--- src/hdl/bfe_pkg.sv ---
`timescale 1ns / 1ps

package bfe_pkg;

   localparam int HASH_W     = 64;
   localparam int CNT_W      = 17;
   localparam int PROBE_W    = 5;
   localparam int DEF_MAX_BITS = 65536;
   localparam int MAX_PROBES = 16;
   localparam int DIV_STEPS  = HASH_W;
   localparam int STEP_W     = $clog2(DIV_STEPS);

   localparam logic [HASH_W-1:0] FNV_BASIS = 64'hCBF29CE484222325;
   // The prime is 2^40 + 0x1B3, so the product is a shift plus a narrow multiply.
   localparam logic [8:0]        FNV_PRIME_LO = 9'h1B3;
   localparam int                FNV_PRIME_SHIFT = 40;

   typedef struct packed {
      logic absorb;
      logic fresh;
      logic mod_load;
      logic mod_sel;
      logic mod_wrap;
      logic mod_step;
      logic cap_idx;
      logic cap_step;
      logic cap_wrap;
      logic probe_wr;
      logic probe_rd;
      logic finish;
      logic clear;
   } cmd_type;

   typedef struct packed {
      logic clr_done;
   } status_type;

   function automatic logic [HASH_W-1:0] fnv_mult(input logic [HASH_W-1:0] x);
      logic [HASH_W-1:0] lo;
      lo = HASH_W'(x * FNV_PRIME_LO);
      return (x << FNV_PRIME_SHIFT) + lo;
   endfunction

endpackage

--- src/hdl/bfe_ctrl.sv ---
`timescale 1ns / 1ps

module bfe_ctrl (
   input  logic                          clock,
   input  logic                          reset,
   input  logic                          start,
   input  logic                          req_mode,
   input  logic                          req_last,
   input  logic [bfe_pkg::PROBE_W-1:0]   nprobes,
   input  bfe_pkg::status_type           status,
   output bfe_pkg::cmd_type              cmd,
   output logic                          busy
);

   typedef enum logic [2:0] {
      S_CLEAR, S_IDLE, S_MOD_A, S_MOD_B, S_MOD_C, S_PROBE, S_DRAIN
   } state_type;

   state_type                       state_ff, state_in;
   logic                            open_ff, open_in;
   logic                            mode_ff, mode_in;
   logic [bfe_pkg::STEP_W-1:0]      cnt_ff, cnt_in;
   logic [bfe_pkg::PROBE_W-1:0]     pcnt_ff, pcnt_in;
   logic [bfe_pkg::PROBE_W-1:0]     probes;
   logic                            cnt_last;

   localparam logic [bfe_pkg::STEP_W-1:0] CntLast = bfe_pkg::STEP_W'(bfe_pkg::DIV_STEPS - 1);
   localparam logic [31:0] MaxProbesW = 32'(bfe_pkg::MAX_PROBES);

   always_comb begin
      if (nprobes == '0) begin
         probes = bfe_pkg::PROBE_W'(1);
      end else if (32'(nprobes) > MaxProbesW) begin
         probes = MaxProbesW[bfe_pkg::PROBE_W-1:0];
      end else begin
         probes = nprobes;
      end
   end

   assign cnt_last = (cnt_ff == CntLast);
   assign busy     = (state_ff != S_IDLE);

   always_comb begin
      state_in = state_ff;
      open_in  = open_ff;
      mode_in  = mode_ff;
      cnt_in   = cnt_ff;
      pcnt_in  = pcnt_ff;
      cmd      = '0;
      case (state_ff)
         S_CLEAR: begin
            cmd.clear = 1'b1;
            if (status.clr_done) begin
               state_in = S_IDLE;
            end
         end
         S_IDLE: begin
            cmd.fresh = !open_ff;
            if (start) begin
               cmd.absorb = 1'b1;
               open_in    = !req_last;
               if (req_last) begin
                  cmd.mod_load = 1'b1;
                  mode_in      = req_mode;
                  cnt_in       = '0;
                  state_in     = S_MOD_A;
               end
            end
         end
         S_MOD_A: begin
            cmd.mod_step = 1'b1;
            cnt_in       = cnt_ff + 1'b1;
            if (cnt_last) begin
               cmd.cap_idx  = 1'b1;
               cmd.mod_load = 1'b1;
               cmd.mod_sel  = 1'b1;
               state_in     = S_MOD_B;
            end
         end
         S_MOD_B: begin
            cmd.mod_step = 1'b1;
            cnt_in       = cnt_ff + 1'b1;
            if (cnt_last) begin
               cmd.cap_step = 1'b1;
               cmd.mod_load = 1'b1;
               cmd.mod_wrap = 1'b1;
               state_in     = S_MOD_C;
            end
         end
         S_MOD_C: begin
            cmd.mod_step = 1'b1;
            cnt_in       = cnt_ff + 1'b1;
            if (cnt_last) begin
               cmd.cap_wrap = 1'b1;
               pcnt_in      = '0;
               state_in     = S_PROBE;
            end
         end
         S_PROBE: begin
            cmd.probe_wr = !mode_ff;
            cmd.probe_rd = mode_ff;
            pcnt_in      = pcnt_ff + 1'b1;
            if (pcnt_ff == probes - 1'b1) begin
               state_in = mode_ff ? S_DRAIN : S_IDLE;
            end
         end
         S_DRAIN: begin
            cmd.finish = 1'b1;
            state_in   = S_IDLE;
         end
         default: begin
            state_in = S_IDLE;
         end
      endcase
   end

   always_ff @(posedge clock) begin
      if (reset) begin
         state_ff <= S_CLEAR;
         open_ff  <= 1'b0;
         cnt_ff   <= '0;
         pcnt_ff  <= '0;
      end else begin
         state_ff <= state_in;
         open_ff  <= open_in;
         cnt_ff   <= cnt_in;
         pcnt_ff  <= pcnt_in;
      end
      mode_ff <= mode_in;
   end

endmodule

--- config.mk ---
export PLATFORM = sky130hd
export DESIGN_NAME = bfe_ctrl
export DESIGN_NICKNAME = d
export VERILOG_FILES = /design/src/hdl/bfe_pkg.sv /design/src/hdl/bfe_ctrl.sv
export SDC_FILE = /design/constraint.sdc
export NUM_CORES = 1
export LEC_CHECK = 0
export BUFFER_PORTS_ARGS = -buffer_cell sky130_fd_sc_hd__buf_2
export CAP_MARGIN = 20
export CORE_UTILIZATION = 55
export DETAILED_ROUTE_END_ITERATION = 6
export GPL_TIMING_DRIVEN = 0
export MAX_ROUTING_LAYER = met4
export PLACE_DENSITY = 0.81
export SYNTH_ARGS = -nofsm -noshare
export SYNTH_HDL_FRONTEND = slang
export SYNTH_SLANG_ARGS = --single-unit
--- constraint.sdc ---
create_clock -name clock -period 5 [get_ports clock]
set_clock_uncertainty 0.2 [all_clocks]
set_input_delay 1 -clock clock [delete_from_list [all_inputs] [get_ports clock]]
set_output_delay 1 -clock clock [all_outputs]
set_load 0.005 [all_outputs]
# Yosys cells after proc, flatten, opt, wreduce, memory -nomap -nowiden
# Index checks and enable logic that the tools add are counted.
# W data, S select, Z words.
[word_totals]
reg_bits = 16
in_bits = 11
output_inout_bits = 14
[op_classes]
addsub = 3
n_lt_le_gt_ge = 1
n_eq_ne = 16
muxes = 31
reduce_logical = 13
[ops]
columns = ["operator", "n"]
rows = [
  ["$mux W3", 8],
  ["$pmux W3 S6", 1],
  ["$mux W5", 3],
  ["$ne A2 B2 Y1 const B", 7],
  ["$mux W6", 2],
  ["$pmux W6 S2", 1],
  ["$mux W1", 11],
  ["$pmux W5 S2", 1],
  ["$eq A3 B3 Y1 const B", 3],
  ["$reduce_and A7 Y1", 1],
  ["$add A6 B1 Y6 const B", 1],
  ["$eq A3 B2 Y1 const B", 2],
  ["$eq A6 B6 Y1 const B", 1],
  ["$mux W2", 3],
  ["$reduce_and A3 Y1", 2],
  ["$add A5 B1 Y5 const B", 1],
  ["$eq A5 B5 Y1", 1],
  ["$gt A5 B5 Y1 const B", 1],
  ["$logic_not A5 Y1", 1],
  ["$sub A5 B1 Y5 const B", 1],
  ["$reduce_and A2 Y1", 2],
  ["$reduce_bool A2 Y1", 2],
  ["$eq A3 B1 Y1 const B", 1],
  ["$logic_not A1 Y1", 3],
  ["4 further kinds", 4],
]

# Longest topological paths before layout
[logic_depth]
word_depth = 7
ltp_mapped = 8
mapped_depth_nobuf = 8

# Worst setup path before layout
# Ideal clock, no wire load.
[synth_timing]
kind = "input to register"
start = "input port nprobes[1] (netlist bit)"
end = "register state_ff[0]"
setup_ns = 0.137
arrival_ns = 2.437
setup_slack_ns = 2.225
stages = 8
n_path_buf = 0
cell_sequence = "nor3_1 > o21ai_1 > ha_1 > xor2_1 > o21a_1 > o211a_1 > o31ai_2 > a311oi_1"
[synth_between]
elab_chain_cells = 7
word_cells_on_any_way = 8
cone_classes = "add/sub (1); order compare (1); eq/ne (2); mux (2); reduce/logical (2)"
[synth_rtl]
columns = ["element", "line_no", "text"]
rows = [
  ["start, declared", "bfe_ctrl.sv:9", "input logic [bfe_pkg::PROBE_W-1:0] nprobes,"],
  ["$gt A5 B5 Y1", "bfe_ctrl.sv:33", "end else if (32'(nprobes) > MaxProbesW) begin"],
  ["$mux W5", "bfe_ctrl.sv:33", ""],
  ["$mux W5 (*)", "bfe_ctrl.sv:31", "if (nprobes == '0) begin"],
  ["$sub A5 B1 Y5 (*)", "bfe_ctrl.sv:103", "if (pcnt_ff == probes - 1'b1) begin"],
  ["$eq A5 B5 Y1 (*)", "bfe_ctrl.sv:103", ""],
  ["$ne A2 B2 Y1 (no source line) (*)", "n/a", ""],
  ["$reduce_and A7 Y1 (no source line) (*)", "n/a", ""],
  ["end signal, assigned", "bfe_ctrl.sv:124", "state_ff <= state_in;"],
  ["end, declared", "bfe_ctrl.sv:19", "state_type state_ff, state_in;"],
]
# Every way passes the cells marked *; elsewhere a longest branch is shown, timed or not.
# A chain may end at the register's enable or synchronous reset.

==> results <==
- The run finished with clean final reports.
- Pin placement for this block handled 25 I/O pins.
- The worst setup path is of the flip-flop to output port kind.
- TritonCTS built the clock tree.
- Global routing finished with a remaining overflow of 0.
- The fraction of synthesis flops using an asynchronous set or reset pin is 0%.
- In the final design database the tool counted 175 nets.
- The number of warnings printed during yosys synthesis is 0.
- The logic gate share of total power is 52.4%.
- For this configuration, the core starts out at a cell density of 61.6%.
- The y dimension of the die is 47.2 um.
- The final worst hold slack is 281 ps.
- The synthesized netlist contains 48 unique library cells.
- Once the clock tree was built, the setup fixing pass inserted 0 buffers.
- Setup repair after global routing left no endpoint under its margin.
- The count of inserted antenna diode cells is 0.
- The clock network is responsible for 16.3% of the overall power.
- The logic depth of the worst register-to-register path is 6.
- The completed layout was analyzed and its total power is between 0.0005 and 0.0006 W.
- The total wirelength of the detailed-routed design is 2400 um.
- Synthesis produced 132 cells.
- The number of design-rule violations left by the first detailed-router iteration is 23.
- The H-tree depth is 1.
- Adding up every negative setup slack in the final design gives 0 ps.
- Among all flip-flop cells after synthesis, the most frequent one is sky130_fd_sc_hd__dfxtp_1.
- The floorplan has 15 rows.
- After global routing, the most crowded layer is met2.
- The floorplan step defined a core boundary enclosing 1820 um^2.
- The peak ir drop on the vdd network is 243 uV.
- The worst setup slack for register-to-register paths is 3020 ps.
- The leakage power total is 0.566 nW.
- Of all nets on the critical path, the largest fanout is 8.
- The fmax is 344 MHz.
- The proportion of layout cells with a drive suffix above 1 is between 20% and 30%.
- The number of failing setup endpoints in the final timing report is 0.
- Entering global routing, the biggest net connects 11 pins.
- The post-cts gate resize count is 0.
- The worst hold path stage count is 2.
- The arrival time of the worst setup path is 1710 ps.
- The normalized max-slew margin is 79.8%.
- The number of global-route vias before repair came to ~840.
- The hold violation count in the final report was 0.
- Of the total power, registers draw 31.3%.
- In this run the remaining antenna-violating nets after routing total 0.
- Summed over all nets, the switching power comes to 0.000213 W.
- The total die area is 2230 um^2.
- In the final routed layout, each cell accounts on average for 13.0 um.
- The total clock buffers created by CTS is 3.
- The number of remaining DRC errors is 0.
- The sequential cells in the finished layout cover a total of 330 um^2.
- The fraction of met3 tracks used by global routing is 3.46%.
- In the final layout, the multi-input gates occupy between 700 and 800 um^2.
- The total of fill cells in the finished design is 138.
- The data required time at the worst endpoint is 3800 ps.
- The all-layer global routing usage is 23.9%.
- The share of total power consumed by net switching is 40.1%.
- The worst hold path belongs to the class flip-flop to flip-flop.
- Across the run, the number of max-cap violations was 0.
- For the worst-skew pair, the clock arrives at the later sink with an insertion delay of approximately 290 ps.
- Yosys mapped a number of flops with a built-in enable equal to 1.
- The clock transition at the register clock pins on the worst setup and hold paths after CTS is around 100 ps.
- The internal power of the cells totals 0.000318 W.
- The worst path uses 58.1% of the clock period.
- The die span in x is 47.2 um.
- The routed design could run at a clock period as short as 2910 ps.
- Sequential elements use between 20% and 30% of the synthesized area.
- The relative area change from synthesis to final layout is 16.7%.
- Across all layers, the routed design uses between 1000 and 1500 vias.
- The net count after synthesis is 146.
- The slew of the pin with the lowest slew margin is slightly above 300 ps.
- In this run the mean area of a mapped cell was 8.50 um^2.
- STA classifies the critical path startpoint as a flip-flop.
- The weighted congestion reported at the end of routability-driven placement is 0.855.
- The clock root buffer is sky130_fd_sc_hd__clkbuf_4.
- For this run, the detailed router's first-pass iteration total came to 4.
- Counting along the longest clock path gives a buffer depth of 2.
- For this design the ratio of total power to cell area is 406 nW/um^2.
- For this design, the sink count on the clock tree is 16.
- The average vias per placed instance is between 5 and 6.
- The met1 usage is 28.4%.
- The initial antenna violation count was 0.
- The synthesized netlist occupies a cell area of 1120 um^2.
- The detailed placer's ending HPWL is around 1800 um.
- The max-slew violation count is 0.
- The count of hold-fix buffers inserted at cts is 0.
- After synthesis the netlist holds a flip-flop and latch count of 16.
- The number of buffers inserted by port buffering is 24.
- The first global-routing pass estimated 3550 um of wire.
- The element type at the critical path end is an output port.
- Global routing used 40.6% of the available met2 tracks.
[per-stage QoR]
step	util [%]	instances	cell area, um^2	setup WS, ps
floorplan	-	132	1120	2230
CTS	72.0	185	1310	2110
global route	72.0	185	1310	1990
finish	72.0	185	1310	2090
global placement	70.0	181	1270	2010
detailed placement	70.0	181	1270	1950
[final timing paths]
check,from,endpoint
max,cnt_ff[0],cmd[8]
min,open_ff,open_ff
max reg2reg,cnt_ff[0],state_ff[0]
min reg2reg,open_ff,open_ff
[cells in the mapped netlist, types with 2 or more instances]
| cell type | number | share of area, % |
|---|---|---|
| sky130_fd_sc_hd__nor2_1 | 21 | 7.0 |
| sky130_fd_sc_hd__buf_6 | 2 | 2.0 |
| sky130_fd_sc_hd__nor2_4 | 2 | 2.0 |
| sky130_fd_sc_hd__nand3_1 | 2 | 0.89 |
| sky130_fd_sc_hd__nor3_1 | 5 | 2.2 |
| sky130_fd_sc_hd__a22oi_1 | 2 | 1.3 |
| sky130_fd_sc_hd__a211oi_1 | 2 | 1.3 |
| sky130_fd_sc_hd__a21oi_1 | 4 | 1.8 |
| sky130_fd_sc_hd__o22ai_1 | 2 | 1.1 |
| sky130_fd_sc_hd__a31oi_1 | 2 | 1.1 |
| sky130_fd_sc_hd__ha_1 | 3 | 3.3 |
| sky130_fd_sc_hd__buf_4 | 3 | 2.0 |
| sky130_fd_sc_hd__o21a_1 | 2 | 1.3 |
| sky130_fd_sc_hd__nand3b_1 | 2 | 1.3 |
| sky130_fd_sc_hd__nor2b_1 | 2 | 1.1 |
| sky130_fd_sc_hd__o21ai_0 | 4 | 1.8 |
| sky130_fd_sc_hd__dfxtp_1 | 15 | 27 |
| sky130_fd_sc_hd__nand4_1 | 2 | 1.1 |
| sky130_fd_sc_hd__a311oi_1 | 4 | 3.1 |
| sky130_fd_sc_hd__and3b_1 | 2 | 1.6 |
| sky130_fd_sc_hd__xor2_1 | 7 | 5.5 |
| sky130_fd_sc_hd__and3_1 | 5 | 2.8 |
| sky130_fd_sc_hd__nand2b_1 | 2 | 1.1 |
| sky130_fd_sc_hd__nand2_1 | 9 | 3.0 |
| sky130_fd_sc_hd__inv_1 | 3 | 1.0 |
[registers in the layout, indices dropped and copies added (netlist names)]
register and flops:
mode_ff 1, pcnt_ff 5, open_ff 1, cnt_ff 6, state_ff 3
[routing by layer]
metal,wire (um),vias up
met1,1140,487
met5,0,-
li1,-,536
met4,56,0
met2,1110,33
met3,93,11
[final cells by class]
cell class | count | area share, %
clock buffers | 4 | 2.77
plain buffers | 7 | 4.87
inverters | 3 | 0.860
well taps | 25 | 2.39
multi-input cells | 106 | 54.7
flip-flops and latches | 16 | 25.2
repair buffers | 24 | 9.17
[power groups by stage]
stage	logic [W]	clock network, W	registers (W)
2_1_floorplan	0.000214	0	0.000165
6_report	0.000278	0.0000868	0.000166
5_1_grt	0.000310	0.0000924	0.000169
4_1_cts	0.000277	0.0000880	0.000166
3_3_place_gp	0.000271	0	0.000168
3_5_place_dp	0.000277	0	0.000169
[worst max-delay path: stages, from the launching register on]
cell and delay [ps]:
sky130_fd_sc_hd__dfxtp_1 400, sky130_fd_sc_hd__ha_1 220, sky130_fd_sc_hd__and3_4 210, sky130_fd_sc_hd__nand3_4 130, sky130_fd_sc_hd__nor3_1 210, sky130_fd_sc_hd__buf_4 140
sky130_fd_sc_hd__buf_2 90
[logic make-up (layout without fill, tap and decap cells)]
logic type | count (synthesis) | in the layout | share of synthesized area, %
compound gates | 33 | 33 | 23.0
xor+xnor | 8 | 8 | 6.24
fa+ha+maj | 3 | 3 | 3.34
buf+inv | 10 | 38 | 6.69
flops | 16 | 16 | 29.4
simple gates | 62 | 62 | 31.3
[placed cells by master (no fill, tap or decap), drive strengths merged, types with 3 or more instances in the layout]
cell type | netlist | layout
a311oi | 4 | 4
buf | 6 | 30
nor3 | 5 | 5
xor2 | 7 | 7
clkbuf | 1 | 5
nand2 | 9 | 9
o21ai | 6 | 6
dfxtp | 15 | 15
and3 | 6 | 6
ha | 3 | 3
inv | 3 | 3
nor2 | 23 | 23
nand3 | 3 | 3
a21oi | 4 | 4
Note: power is estimated with default switching activity, not from simulation.
